$ cat config.mk
export PLATFORM = sky130hd
export DESIGN_NAME = round_robin_ready_queue
export DESIGN_NICKNAME = d
export VERILOG_FILES = /design/src/hw/rtl/rrq_pkg.sv /design/src/hw/rtl/round_robin_ready_queue.sv /design/src/hw/rtl/rrq_ram.sv
export VERILOG_INCLUDE_DIRS = /design/src /design/src/hw/rtl
export SDC_FILE = /design/constraint.sdc
export NUM_CORES = 1
export LEC_CHECK = 0
export ABC_AREA = 1
export BUFFER_PORTS_ARGS = -buffer_cell sky130_fd_sc_hd__buf_2
export CAP_MARGIN = 20
export CORE_ASPECT_RATIO = 1.1
export CORE_MARGIN = 8
export CORE_UTILIZATION = 57
export DETAILED_ROUTE_END_ITERATION = 6
export PLACE_DENSITY = 0.73
export SLEW_MARGIN = 20
export SYNTH_ARGS = -nofsm -noshare
export SYNTH_HDL_FRONTEND = slang
export SYNTH_SLANG_ARGS = --single-unit
$ cat constraint.sdc
create_clock -name i_clk -period 4.6 [get_ports i_clk]
set_input_delay 0.46 -clock i_clk [delete_from_list [all_inputs] [get_ports i_clk]]
set_output_delay 0.46 -clock i_clk [all_outputs]
set_load 0.05 [all_outputs]
$ cat src/hw/rtl/round_robin_ready_queue_macros.svh
// ----------------------------------------------------------------------------
// Round-robin ready queue assertion macros
// Clocked implication checks shared by the queue RTL.
// ----------------------------------------------------------------------------
`ifndef ROUND_ROBIN_READY_QUEUE_MACROS_SVH
`define ROUND_ROBIN_READY_QUEUE_MACROS_SVH

// Same-cycle implication, disabled while reset is asserted
`define RRQ_ASSERT_IMP(lbl, clk, rst_n, ante, cons, msg) \
    lbl: assert property (@(posedge clk) disable iff (!(rst_n)) (ante) |-> (cons)) \
        else $error(msg);

// Next-cycle implication, disabled while reset is asserted
`define RRQ_ASSERT_NXT(lbl, clk, rst_n, ante, cons, msg) \
    lbl: assert property (@(posedge clk) disable iff (!(rst_n)) (ante) |=> (cons)) \
        else $error(msg);

`endif

$ cat src/hw/rtl/rrq_pkg.sv
`timescale 1ns / 1ps
// ----------------------------------------------------------------------------
// rrq_pkg
// Shared types, codes and defaults for the round-robin ready queue.
// ----------------------------------------------------------------------------
package rrq_pkg;

    // field widths of the request and response words
    localparam int REQ_W = 2;
    localparam int ID_W  = 6;
    localparam int ST_W  = 3;

    // parameter defaults
    localparam int MAX_PROCS_DEF  = 64;
    localparam int NUM_QUEUES_DEF = 2;

    // request codes
    localparam logic [REQ_W-1:0] REQ_INSERT = 2'd0;
    localparam logic [REQ_W-1:0] REQ_REMOVE = 2'd1;
    localparam logic [REQ_W-1:0] REQ_POP    = 2'd2;

    // status codes
    localparam logic [ST_W-1:0] ST_OK       = 3'd0;
    localparam logic [ST_W-1:0] ST_DUP      = 3'd1;
    localparam logic [ST_W-1:0] ST_NOTFOUND = 3'd2;
    localparam logic [ST_W-1:0] ST_EMPTY    = 3'd3;
    localparam logic [ST_W-1:0] ST_OTHER    = 3'd4;

    typedef struct packed {
        logic [REQ_W-1:0] req_type;
        logic             queue_sel;
        logic [ID_W-1:0]  proc_id;
    } t_req_word;

    typedef struct packed {
        logic [ST_W-1:0] status;
        logic [ID_W-1:0] out_id;
    } t_rsp_word;

    // sequencer states
    typedef enum logic [3:0] {
        S_IDLE,
        S_TAG_RD,
        S_TAG_CHK,
        S_INS_LINK,
        S_HEAD_RM,
        S_WALK,
        S_UNLINK,
        S_POP_RD,
        S_POP_WR,
        S_DONE
    } t_state;

endpackage

$ cat src/hw/rtl/round_robin_ready_queue.sv
`timescale 1ns / 1ps
// ----------------------------------------------------------------------------
// round_robin_ready_queue
// Linked-list FIFO queues of process ids for round-robin dispatch.
// ----------------------------------------------------------------------------
// Usage:
//   Request channel (i_in_valid / o_in_stall / i_in) carries one word: insert
//   an id at a queue tail, remove an id from anywhere in a queue, or pop the
//   head of a queue. Response channel (o_out_valid / i_out_stall / o_out)
//   returns exactly one word per request: status and, for a good pop, the id.
//   A word moves on a clock edge where valid is high and stall is low.
//   One request is in flight at a time; o_in_stall is high while it runs.
//   An empty pop or an unused code goes straight to the final state. Inserts
//   and removes read the id's tag first; a remove of an id not at the head
//   then walks the list from the head to find its predecessor. The remove walk
//   is bound by the single read port of the link RAM, one link per cycle.
//   The sequencer goes idle on the edge that raises response valid, so
//   a new request is accepted only after the last one's response is loaded.
//   A finished response sits in an output register; the next request is
//   accepted while it waits. If the receiver stalls and a second response
//   is ready, the sequencer holds in its final state until the register
//   frees up.
//   Reset (synchronous, active low) empties every queue and clears all
//   membership at once; no clearing pass is needed.
// ----------------------------------------------------------------------------
`include "round_robin_ready_queue_macros.svh"

module round_robin_ready_queue #(
    parameter int MAX_PROCS  = rrq_pkg::MAX_PROCS_DEF,
    parameter int NUM_QUEUES = rrq_pkg::NUM_QUEUES_DEF
) (
    input  logic              i_clk,
    input  logic              i_rst_n,
    input  logic              i_in_valid,
    input  rrq_pkg::t_req_word i_in,
    output logic              o_in_stall,
    output logic              o_out_valid,
    output rrq_pkg::t_rsp_word o_out,
    input  logic              i_out_stall
);

    localparam int ID_W  = rrq_pkg::ID_W;
    localparam int IDX_W = (MAX_PROCS > 1) ? $clog2(MAX_PROCS) : 1;
    localparam int CW    = $clog2(MAX_PROCS + 1);
    localparam int QW    = (NUM_QUEUES > 1) ? $clog2(NUM_QUEUES) : 1;
    localparam int TAG_W = $clog2(NUM_QUEUES + 1);

    rrq_pkg::t_state r_state, n_state;

    // request context
    logic [rrq_pkg::REQ_W-1:0] r_req, n_req;
    logic [QW-1:0]             r_q, n_q;
    logic [ID_W-1:0]           r_id, n_id;
    logic [ID_W-1:0]           r_pre, n_pre;
    logic [IDX_W-1:0]          r_steps, n_steps;
    logic [rrq_pkg::ST_W-1:0]  r_status, n_status;
    logic [ID_W-1:0]           r_pop_id, n_pop_id;

    // queue descriptors
    logic [ID_W-1:0] r_head  [NUM_QUEUES];
    logic [ID_W-1:0] n_head  [NUM_QUEUES];
    logic [ID_W-1:0] r_tail  [NUM_QUEUES];
    logic [ID_W-1:0] n_tail  [NUM_QUEUES];
    logic [CW-1:0]   r_count [NUM_QUEUES];
    logic [CW-1:0]   n_count [NUM_QUEUES];

    // membership valid bits, tag reads as zero when clear
    logic [MAX_PROCS-1:0] r_tag_vld, n_tag_vld;

    // output register
    logic               r_out_valid, n_out_valid;
    rrq_pkg::t_rsp_word r_out, n_out;

    // RAM ports
    logic             lk_we;
    logic [IDX_W-1:0] lk_waddr;
    logic [ID_W-1:0]  lk_wdata;
    logic [IDX_W-1:0] lk_raddr;
    logic [ID_W-1:0]  lk_rdata;
    logic             tg_we;
    logic [IDX_W-1:0] tg_waddr;
    logic [TAG_W-1:0] tg_wdata;
    logic [IDX_W-1:0] tg_raddr;
    logic [TAG_W-1:0] tg_rdata;

    // decode helpers
    logic             in_acc;
    logic [QW-1:0]    in_q;
    logic             in_id_ok;
    logic [TAG_W-1:0] q_tag;
    logic [TAG_W-1:0] tag_cur;
    logic [IDX_W-1:0] id_idx;

    // link table and membership tag table
    rrq_ram #(.WIDTH(ID_W), .DEPTH(MAX_PROCS)) u_link_ram (
        .i_clk   (i_clk),
        .i_we    (lk_we),
        .i_waddr (lk_waddr),
        .i_wdata (lk_wdata),
        .i_raddr (lk_raddr),
        .o_rdata (lk_rdata)
    );

    rrq_ram #(.WIDTH(TAG_W), .DEPTH(MAX_PROCS)) u_tag_ram (
        .i_clk   (i_clk),
        .i_we    (tg_we),
        .i_waddr (tg_waddr),
        .i_wdata (tg_wdata),
        .i_raddr (tg_raddr),
        .o_rdata (tg_rdata)
    );

    // request decode
    always_comb begin
        in_acc   = i_in_valid && (r_state == rrq_pkg::S_IDLE);
        in_id_ok = (int'(i_in.proc_id) < MAX_PROCS);
        if (int'(i_in.queue_sel) >= NUM_QUEUES) begin
            in_q = QW'(NUM_QUEUES - 1);
        end else begin
            in_q = QW'(i_in.queue_sel);
        end
        id_idx  = IDX_W'(r_id);
        q_tag   = TAG_W'(r_q) + TAG_W'(1);
        tag_cur = r_tag_vld[id_idx] ? tg_rdata : '0;
    end

    // next state
    always_comb begin
        n_state = r_state;
        unique case (r_state)
            rrq_pkg::S_IDLE: begin
                if (in_acc) begin
                    unique case (i_in.req_type) inside
                        rrq_pkg::REQ_INSERT, rrq_pkg::REQ_REMOVE: begin
                            n_state = in_id_ok ? rrq_pkg::S_TAG_RD : rrq_pkg::S_DONE;
                        end
                        rrq_pkg::REQ_POP: begin
                            n_state = (r_count[in_q] == '0) ? rrq_pkg::S_DONE
                                                            : rrq_pkg::S_POP_RD;
                        end
                        default: n_state = rrq_pkg::S_DONE;
                    endcase
                end
            end
            rrq_pkg::S_TAG_RD: n_state = rrq_pkg::S_TAG_CHK;
            rrq_pkg::S_TAG_CHK: begin
                if (r_req == rrq_pkg::REQ_INSERT) begin
                    if (tag_cur != '0 || r_count[r_q] == '0) begin
                        n_state = rrq_pkg::S_DONE;
                    end else begin
                        n_state = rrq_pkg::S_INS_LINK;
                    end
                end else if (tag_cur != q_tag || r_count[r_q] == '0) begin
                    n_state = rrq_pkg::S_DONE;
                end else if (r_head[r_q] == r_id) begin
                    n_state = rrq_pkg::S_HEAD_RM;
                end else begin
                    n_state = rrq_pkg::S_WALK;
                end
            end
            rrq_pkg::S_INS_LINK: n_state = rrq_pkg::S_DONE;
            rrq_pkg::S_HEAD_RM:  n_state = rrq_pkg::S_DONE;
            rrq_pkg::S_WALK: begin
                if (lk_rdata == r_id) begin
                    n_state = rrq_pkg::S_UNLINK;
                end else if (r_steps == IDX_W'(MAX_PROCS - 1)) begin
                    n_state = rrq_pkg::S_DONE;
                end
            end
            rrq_pkg::S_UNLINK:  n_state = rrq_pkg::S_DONE;
            rrq_pkg::S_POP_RD:  n_state = rrq_pkg::S_POP_WR;
            rrq_pkg::S_POP_WR:  n_state = rrq_pkg::S_DONE;
            rrq_pkg::S_DONE: begin
                if (!r_out_valid || !i_out_stall) begin
                    n_state = rrq_pkg::S_IDLE;
                end
            end
            default: n_state = rrq_pkg::S_IDLE;
        endcase
    end

    // datapath and RAM control
    always_comb begin
        n_req       = r_req;
        n_q         = r_q;
        n_id        = r_id;
        n_pre       = r_pre;
        n_steps     = r_steps;
        n_status    = r_status;
        n_pop_id    = r_pop_id;
        n_head      = r_head;
        n_tail      = r_tail;
        n_count     = r_count;
        n_tag_vld   = r_tag_vld;
        n_out_valid = r_out_valid && i_out_stall;
        n_out       = r_out;
        lk_we       = 1'b0;
        lk_waddr    = id_idx;
        lk_wdata    = '0;
        lk_raddr    = id_idx;
        tg_we       = 1'b0;
        tg_waddr    = id_idx;
        tg_wdata    = q_tag;
        tg_raddr    = id_idx;

        unique case (r_state)
            rrq_pkg::S_IDLE: begin
                // latch the request and settle the trivial answers
                if (in_acc) begin
                    n_req    = i_in.req_type;
                    n_q      = in_q;
                    n_id     = i_in.proc_id;
                    n_pop_id = '0;
                    n_status = rrq_pkg::ST_OK;
                    unique case (i_in.req_type) inside
                        rrq_pkg::REQ_INSERT, rrq_pkg::REQ_REMOVE: begin
                            if (!in_id_ok) begin
                                n_status = rrq_pkg::ST_NOTFOUND;
                            end
                        end
                        rrq_pkg::REQ_POP: begin
                            if (r_count[in_q] == '0) begin
                                n_status = rrq_pkg::ST_EMPTY;
                            end
                        end
                        default: n_status = rrq_pkg::ST_OK;
                    endcase
                end
            end
            rrq_pkg::S_TAG_RD: begin
                tg_raddr = id_idx;
            end
            rrq_pkg::S_TAG_CHK: begin
                if (r_req == rrq_pkg::REQ_INSERT) begin
                    if (tag_cur == q_tag) begin
                        n_status = rrq_pkg::ST_DUP;
                    end else if (tag_cur != '0) begin
                        n_status = rrq_pkg::ST_OTHER;
                    end else begin
                        // new tail: clear its link and tag it
                        lk_we             = 1'b1;
                        lk_waddr          = id_idx;
                        lk_wdata          = '0;
                        tg_we             = 1'b1;
                        tg_waddr          = id_idx;
                        tg_wdata          = q_tag;
                        n_tag_vld[id_idx] = 1'b1;
                        if (r_count[r_q] == '0) begin
                            n_head[r_q]  = r_id;
                            n_tail[r_q]  = r_id;
                            n_count[r_q] = r_count[r_q] + CW'(1);
                        end
                    end
                end else if (tag_cur != q_tag || r_count[r_q] == '0) begin
                    n_status = rrq_pkg::ST_NOTFOUND;
                end else if (r_head[r_q] == r_id) begin
                    lk_raddr = id_idx;
                end else begin
                    // start the predecessor walk at the head
                    lk_raddr = IDX_W'(r_head[r_q]);
                    n_pre    = r_head[r_q];
                    n_steps  = '0;
                end
            end
            rrq_pkg::S_INS_LINK: begin
                lk_we        = 1'b1;
                lk_waddr     = IDX_W'(r_tail[r_q]);
                lk_wdata     = r_id;
                n_tail[r_q]  = r_id;
                n_count[r_q] = r_count[r_q] + CW'(1);
            end
            rrq_pkg::S_HEAD_RM: begin
                n_head[r_q]       = lk_rdata;
                n_tag_vld[id_idx] = 1'b0;
                n_count[r_q]      = r_count[r_q] - CW'(1);
                if (r_count[r_q] == CW'(1)) begin
                    n_head[r_q] = '0;
                    n_tail[r_q] = '0;
                end
            end
            rrq_pkg::S_WALK: begin
                // one link per cycle until the predecessor is found or the step limit runs out
                if (lk_rdata == r_id) begin
                    lk_raddr = id_idx;
                end else if (r_steps == IDX_W'(MAX_PROCS - 1)) begin
                    n_status = rrq_pkg::ST_NOTFOUND;
                end else begin
                    n_pre    = lk_rdata;
                    n_steps  = r_steps + IDX_W'(1);
                    lk_raddr = IDX_W'(lk_rdata);
                end
            end
            rrq_pkg::S_UNLINK: begin
                lk_we             = 1'b1;
                lk_waddr          = IDX_W'(r_pre);
                lk_wdata          = lk_rdata;
                n_tag_vld[id_idx] = 1'b0;
                n_count[r_q]      = r_count[r_q] - CW'(1);
                if (r_tail[r_q] == r_id) begin
                    n_tail[r_q] = r_pre;
                end
                if (r_count[r_q] == CW'(1)) begin
                    n_head[r_q] = '0;
                    n_tail[r_q] = '0;
                end
            end
            rrq_pkg::S_POP_RD: begin
                lk_raddr = IDX_W'(r_head[r_q]);
            end
            rrq_pkg::S_POP_WR: begin
                n_pop_id                         = r_head[r_q];
                n_head[r_q]                      = lk_rdata;
                n_tag_vld[IDX_W'(r_head[r_q])]   = 1'b0;
                n_count[r_q]                     = r_count[r_q] - CW'(1);
                if (r_count[r_q] == CW'(1)) begin
                    n_head[r_q] = '0;
                    n_tail[r_q] = '0;
                end
            end
            rrq_pkg::S_DONE: begin
                if (!r_out_valid || !i_out_stall) begin
                    n_out_valid  = 1'b1;
                    n_out.status = r_status;
                    n_out.out_id = r_pop_id;
                end
            end
            default: begin
                n_status = r_status;
            end
        endcase
    end

    // control registers
    always_ff @(posedge i_clk) begin
        if (!i_rst_n) begin
            r_state     <= rrq_pkg::S_IDLE;
            r_out_valid <= 1'b0;
            r_tag_vld   <= '0;
            for (int q = 0; q < NUM_QUEUES; q++) begin
                r_head[q]  <= '0;
                r_tail[q]  <= '0;
                r_count[q] <= '0;
            end
        end else begin
            r_state     <= n_state;
            r_out_valid <= n_out_valid;
            r_tag_vld   <= n_tag_vld;
            r_head      <= n_head;
            r_tail      <= n_tail;
            r_count     <= n_count;
        end
    end

    // payload registers
    always_ff @(posedge i_clk) begin
        r_req    <= n_req;
        r_q      <= n_q;
        r_id     <= n_id;
        r_pre    <= n_pre;
        r_steps  <= n_steps;
        r_status <= n_status;
        r_pop_id <= n_pop_id;
        r_out    <= n_out;
    end

    assign o_in_stall  = (r_state != rrq_pkg::S_IDLE);
    assign o_out_valid = r_out_valid;
    assign o_out       = r_out;

    // checks
    `RRQ_ASSERT_IMP(a_empty_settled, i_clk, i_rst_n, r_count[0] == '0,
        r_head[0] == '0 && r_tail[0] == '0, "empty queue has stale head or tail")
    `RRQ_ASSERT_IMP(a_out_from_done, i_clk, i_rst_n, r_out_valid && !$past(r_out_valid),
        $past(r_state) == rrq_pkg::S_DONE, "response loaded outside final state")
    `RRQ_ASSERT_IMP(a_id_only_on_ok, i_clk, i_rst_n,
        r_out_valid && r_out.status != rrq_pkg::ST_OK,
        r_out.out_id == '0, "nonzero id on a failed request")
    `RRQ_ASSERT_NXT(a_accept_busy, i_clk, i_rst_n, in_acc,
        r_state != rrq_pkg::S_IDLE, "sequencer idle after accepting a request")

endmodule

$ cat src/hw/rtl/rrq_ram.sv
`timescale 1ns / 1ps
// ----------------------------------------------------------------------------
// rrq_ram
// Generic single-write, single-read RAM with registered read data.
// ----------------------------------------------------------------------------
module rrq_ram #(
    parameter int WIDTH = 8,
    parameter int DEPTH = 64
) (
    input  logic                     i_clk,
    input  logic                     i_we,
    input  logic [$clog2(DEPTH)-1:0] i_waddr,
    input  logic [WIDTH-1:0]         i_wdata,
    input  logic [$clog2(DEPTH)-1:0] i_raddr,
    output logic [WIDTH-1:0]         o_rdata
);

    logic [WIDTH-1:0] r_mem [DEPTH];
    logic [WIDTH-1:0] r_rdata;

    // write port
    always_ff @(posedge i_clk) begin
        if (i_we) begin
            r_mem[i_waddr] <= i_wdata;
        end
    end

    // registered read, old data on a same-address write
    always_ff @(posedge i_clk) begin
        r_rdata <= r_mem[i_raddr];
    end

    assign o_rdata = r_rdata;

endmodule

Yosys cells after proc, flatten, opt, wreduce, memory -nomap -nowiden
Memory sizes are Yosys's and may differ from the RTL's. A register that Yosys moved wholly into a read port is not among the register bits.
Cells that the tools add are included.
- output and inout port bits: 11
- input port bits: 13
- logic and storage cells: 226
- bits in writable memories: 512
- memories: 2
- register bits after elaboration: 146
- memories (name ; words ; bits a word ; rd ports ; clocked after memory_dff ; write ports ; RTL line ; source):
    u_link_ram.r_mem ; 64 ; 6 ; 1 ; 1 ; 1 ; rrq_ram.sv:18 ; logic [WIDTH-1:0] r_mem [DEPTH];
    u_tag_ram.r_mem ; 64 ; 2 ; 1 ; 1 ; 1 ; rrq_ram.sv:18 ;
- $lt $le $gt $ge: 7
- mux-type cells: 108
- eq/ne operators: 35
- $add $sub $neg: 4
- reduce and logical (&&, ||, !) cells: 40
- bitwise logic cells: 12
- operators with widths (cell ; number):
    $mux W64 ; 3
    $pmux W64 S3 ; 1
    $mux W12 ; 14
    $mux W6 ; 23
    $and A64 B64 Y64 ; 2
    $not A64 Y64 ; 2
    $or A64 B64 Y64 ; 1
    $pmux W6 S2 ; 5
    $mux W14 ; 4
    $mux W7 ; 7
    $and A12 B12 Y12 ; 4
    $bwmux W12 ; 4
    $pmux W12 S4 ; 1
    $pmux W14 S3 ; 1
    $pmux W12 S3 ; 1
    $mux W4 ; 8
    $bwmux W14 ; 2
    $pmux W4 S7 ; 1
    $ne A2 B2 Y1 const B ; 13
    $reduce_and A6 Y1 ; 4
    $mux W3 ; 7
    $eq A6 B6 Y1 ; 3
    $pmux W6 S3 ; 1
    $eq A4 B3 Y1 const B ; 4
    47 further kinds ; 90

Logic depth before layout (Yosys ltp)
- depth after elaboration: 11
- mapped depth: 31
- gate-level depth less buffers: 27

Cells and area by module
A second synthesis with hierarchy kept.
- cell total of the unflattened synthesis: 3480
- area total of the unflattened synthesis: 31684.1 µm²
- modules (own cells, without submodules) (module ; times used ; seq. area each (µm²) ; area an instance (µm²) ; cells each):
    rrq_ram at u_link_ram ; 1 ; 11651.2 ; 15942.8 ; 1393
    round_robin_ready_queue ; 1 ; 3313.2 ; 10095.9 ; 1550
    rrq_ram at u_tag_ram ; 1 ; 3883.7 ; 5645.4 ; 537

Worst setup path before layout
Ideal clock, no wire load.
- path kind: reg2reg
- from: register r_q
- to: register u_link_ram.r_rdata[1], in the netlist u_link_ram.o_rdata[1] (read register of u_link_ram.r_mem)
- setup slack: 676 ps
- data required time: 4487 ps
- clock period less this slack: 3924 ps
- stages on the path, launching flop included: 24
- buffers on the path: 5
- arrival: 3811 ps
- cells stage by stage: edfxtp_1 buf_2 buf_4 buf_2 nand2_1 o21ai_0 ha_1 nand2_1 nor2_1 nor2_1 nand3_2 nand2_1 nand3_2 nand2_2 nand2_2 buf_6 buf_2 nand2_1 nand3_1 nand3_1 nand3_1 nand3_1 nand3_1 nand2_1
- longest elaborated chain between the ends: 9
- RTL lines (what ; RTL line ; source):
    start: declaration ; round_robin_ready_queue.sv:52 ; logic [QW-1:0] r_q, n_q;
    start signal: assignment ; round_robin_ready_queue.sv:357 ; r_q <= n_q;
    $not A1 Y2 (not written as such) ; -- ;
    $mux W6 (not written as such) or $mux W7 (tied branches) (3 in series) ; -- ;
    $eq A6 B6 Y1 or $logic_not A7 Y1 (tied branches) ; round_robin_ready_queue.sv:256, round_robin_ready_queue.sv:254 ;
    $mux W6 or $logic_or A1 B1 Y1 (tied branches) ; round_robin_ready_queue.sv:256, round_robin_ready_queue.sv:254 ;
    $mux W6 ; round_robin_ready_queue.sv:254 ; end else if (tag_cur != q_tag || r_count[r_q] == '0) begin
    $mux W6 ; round_robin_ready_queue.sv:234 ; if (r_req == rrq_pkg::REQ_INSERT) begin
    $pmux W6 S3 * ; round_robin_ready_queue.sv:206 ; unique case (r_state)
    end: declaration ; rrq_ram.sv:19 ; logic [WIDTH-1:0] r_rdata;
Every way passes the cells marked *; elsewhere a longest branch is shown, timed or not. The select of a mux whose other input is x is not followed.
A chain may end at the register's enable or synchronous reset.

Worst setup path in the final report
- from: register r_id[0], in the netlist id_idx[0]
- to: memory u_link_ram.r_mem[51][2] in the netlist's numbering, enable pin
- longest elaborated chain between the ends: 10
- RTL lines (what ; RTL line ; source):
    start: declaration ; round_robin_ready_queue.sv:53 ; logic [ID_W-1:0] r_id, n_id;
    start signal: assignment ; round_robin_ready_queue.sv:358 ; r_id <= n_id;
    $bmux W1 S6 ; round_robin_ready_queue.sv:124 ; tag_cur = r_tag_vld[id_idx] ? tg_rdata : '0;
    $mux W1 (not written as such) ; round_robin_ready_queue.sv:124 ;
    $mux W2 ; round_robin_ready_queue.sv:124 ;
    $reduce_bool A2 Y1 ; round_robin_ready_queue.sv:237 ; end else if (tag_cur != '0) begin
    $mux W1 ; round_robin_ready_queue.sv:237 ;
    $mux W1 ; round_robin_ready_queue.sv:235 ; if (tag_cur == q_tag) begin
    $mux W1 ; round_robin_ready_queue.sv:234 ;
    $pmux W1 S2 ; round_robin_ready_queue.sv:206 ;
    $mux W1 ; rrq_ram.sv:23 ; if (i_we) begin
    $mux W1 (not written as such) ; rrq_ram.sv:24 ; r_mem[i_waddr] <= i_wdata;
    end: declaration ; rrq_ram.sv:18 ;
Parallel ways exist; a longest one is shown, timed or not. The select of a mux whose other input is x is not followed.

==> flow_summary_export.csv <==
group,metric,value,unit
outcome,outcome,"finished, violations left",
outcome,violations,"DRC",
place,place_area,0.03270,mm2
yosys,synth_area,0.03191,mm2
floorplanning,fp.dieArea,0.06383,mm2
clock_tree,h-tree-depth,3,
place,port_buffers,23,
floorplanning,die_h,264.2,um
yosys,yosys_most_used_dff,"edfxtp_1",
timing,clock-skew-final,41.48,ps
grt,track_usage,28.38,%
clock_tree,clock_sinks,666,
yosys,ys_ff_latch,666,
pwr,ir_drop,0.4071,mV
grt,grt_pass1_vias,24470,
routing,drt_iter0_drc,3932,
yosys,ys_seq_area_share,59.06,%
floorplanning,core.rowCount,91,
yosys,synth.distinct_cells,57,
routing,route.detailed.drc,1,
routing,viasPerCell,6.270,
pwr,power_density,597.9,mW/mm2
yosys,postSynthCellCount,3413,
critical_path,cp-end-kind,"flip-flop",
critical_path,path_class,"reg -> reg",
finish,syn2layout_area_growth,9.672,%
finish,post_route_cells_drive_above_1_share,7.003,%
finish,final_area,0.03500,mm2
finish,final_common_cell,"nand2_1",
floorplanning,io_pins,24,
timing,finalCritPeriodShare,94.78,%
place,place_congestion,1.008,
clock_tree,clock_latency,630,ps
floorplanning,initial_core_util,57.32,%
routing,num_vias,26160,
clock_tree,hold_buffers,0,
yosys,synth-edff-count,551,
timing,setup_violations,0,
routing,avgRoutedWirePerCell,22.64,um
critical_path,required,4830,ps
floorplanning,fp.dieW,241.6,um
critical_path,rr_worst_depth,15,
finish,fin_nets,3389,
grt,grt_max_degree,151,
place,dp_hpwl,59.31,mm
clock_tree,root_buffer,"clkbuf_16",
timing,rsz0062_at_grt,"no",
grt,antenna_found_initial,2,
worst_hold_path,hp-class,"in -> reg",
clock_tree,numCtsBuffers,70,
finish,fill_cells,4507,
routing,firstDrtPassIters,7,
timing,period_needed,4360,ps
critical_path,crit_fanout,35,
worst_hold_path,min_delay_path_depth,1,
yosys,yosys_warnings,0,
yosys,synth_nets,3430,
timing,maxSlewHeadroom,24.61,%
routing,ant_nets,0,
timing,tightestPinTransition,1119,ps
pwr,p_leak,13.01,nW
timing,final_hold_viol_count,0,
critical_path,cp-start-kind,"flip-flop",
timing,fmax,0.2294,GHz
job,cap_violations,0,
routing,wirelength,94.46,mm
yosys,synthArstFlopShare,0,%
grt,grt.overflow.total,0,
grt,grt_pass1_wl,143.4,mm
clock_tree,cts_buffer_depth,3,
clock_tree,cts_tree,"built",
floorplanning,core_region_area,0.05568,mm2
timing,tns,0,ps
timing,slew_viol_final,0,
critical_path,cp.arrival,4590,ps
yosys,syn_area_per_cell,9.351,um2
finish,final_cell_mix,"nand2_1, edfxtp_1, nand3_1, inv_1, nor2_1",
clock_tree,clk_pin_slew,60,ps
[cells by family (layout without fill, tap and decap cells)]
logic type	Yosys count	in the layout	share of synthesized area, %
other	0	1	0
buffers and inverters	553	566	7.410
flip-flops	666	666	59.06
AND/OR/NAND/NOR	1616	1617	22.25
AO/OA/AOI/OAI	551	551	10.49
adder cells (fa/ha/maj)	4	4	0.1568
XOR/XNOR	23	23	0.6312
[sequential cells by signal, indices dropped and copies added, names as in the netlist, 2 cells and up]
register / count
u_link_ram.r_mem: 384
u_tag_ram.r_mem: 128
r_tag_vld: 64
r_count: 14
r_head: 12
r_tail: 12
o_out: 9
id_idx: 6
r_pop_id: 6
r_pre: 6
r_steps: 6
u_link_ram.o_rdata: 6
r_state: 4
r_status: 3
r_req: 2
u_tag_ram.o_rdata: 2
[synthesized netlist by cell type (15+ instances only)]
cell / number / area (um2)
nand2_1: 707 / 2654
o21ai_0: 195 / 975.9
o211ai_1: 28 / 210.2
buf_4: 17 / 127.6
a31oi_1: 52 / 325.3
clkbuf_1: 101 / 379.1
buf_1: 15 / 56.30
dfxtp_1: 115 / 2302
a22o_1: 16 / 140.1
a221oi_1: 18 / 157.7
nand3_1: 443 / 2217
a21oi_1: 118 / 590.6
buf_2: 52 / 260.3
inv_1: 334 / 1254
nor3_1: 56 / 280.3
nor2_1: 296 / 1111
buf_6: 21 / 236.5
nand3b_1: 72 / 540.5
nand4_1: 21 / 131.4
edfxtp_1: 551 / 16550
o221ai_1: 18 / 157.7
a22oi_1: 20 / 150.1
o22ai_1: 29 / 181.4
xor2_1: 21 / 183.9
[final cells by class]
cell class	instances	area, um2	area share (%)
inverters	347	1308	3.736
clock buffers	100	2019	5.770
well taps	744	930.9	2.660
flip-flops and latches	666	18850	53.85
diodes	1	2.502	0.007149
clock inverters	27	232.7	0.6649
repair buffers	92	774.5	2.213
multi-input cells	2195	10890	31.10
[critical path: stages, from the launching register on]
cell and delay, ps:
edfxtp_1 490, inv_4 420, nand2_1 110, nand3_1 140, nand2_1 80, o21ai_1 130
nand2_1 60, nor2_1 180, nand2_1 170, o21ai_2 170, nand2_1 100, inv_1 120
nand2_2 70, nand2_1 370, nand4_1 580, nor2_1 750
[final timing paths]
kind / startpoint / to / slack (ps)
setup / recovery: id_idx[0] / u_link_ram.r_mem[51][2] / 240
hold / removal: i_in[3] / id_idx[3] / 50
setup reg to reg: id_idx[0] / u_link_ram.r_mem[51][2] / 240
hold reg to reg: r_pop_id[5] / o_out[5] / 420
[metal layers]
metal / GRT usage, % / vias to the layer above / routed length [um]
met5: 0 / - / 16
met4: 13.57 / 2 / 4502
met3: 4.667 / 306 / 9547
met2: 44.63 / 1628 / 43500
met1: 38.28 / 12450 / 36890
li1: - / 11770 / -
[what timing repair did]
action / in CTS / in global routing
setup endpoints to repair: 0 / 6
setup buffers: 0 / 2
gates resized for setup: 0 / 5
[where the power goes]
part | internal (W) | switching (W) | total, W | leakage, nW
Sequential | 0.00715 | 0.000458 | 0.00761 | 5.65
Combinational | 0.00217 | 0.00557 | 0.00773 | 6.25
Clock | 0.00324 | 0.00235 | 0.00558 | 1.11
Total | 0.0126 | 0.00837 | 0.0209 | 13.0
[metrics by stage]
step	power, W	setup slack [ps]	utilization, %	hold slack, ps	cells
2_1_floorplan	0.01293	676.0	-	400.3	3413
5_1_grt	0.02186	41.56	62.86	49.67	4172
3_3_place_gp	0.01500	277.1	58.73	406.7	4041
6_report	0.02093	240.1	62.86	51.17	4172
3_5_place_dp	0.01517	209.7	58.73	404.5	4041
4_1_cts	0.02072	195.0	62.78	22.35	4168
Power figures use the tool's default switching activity.
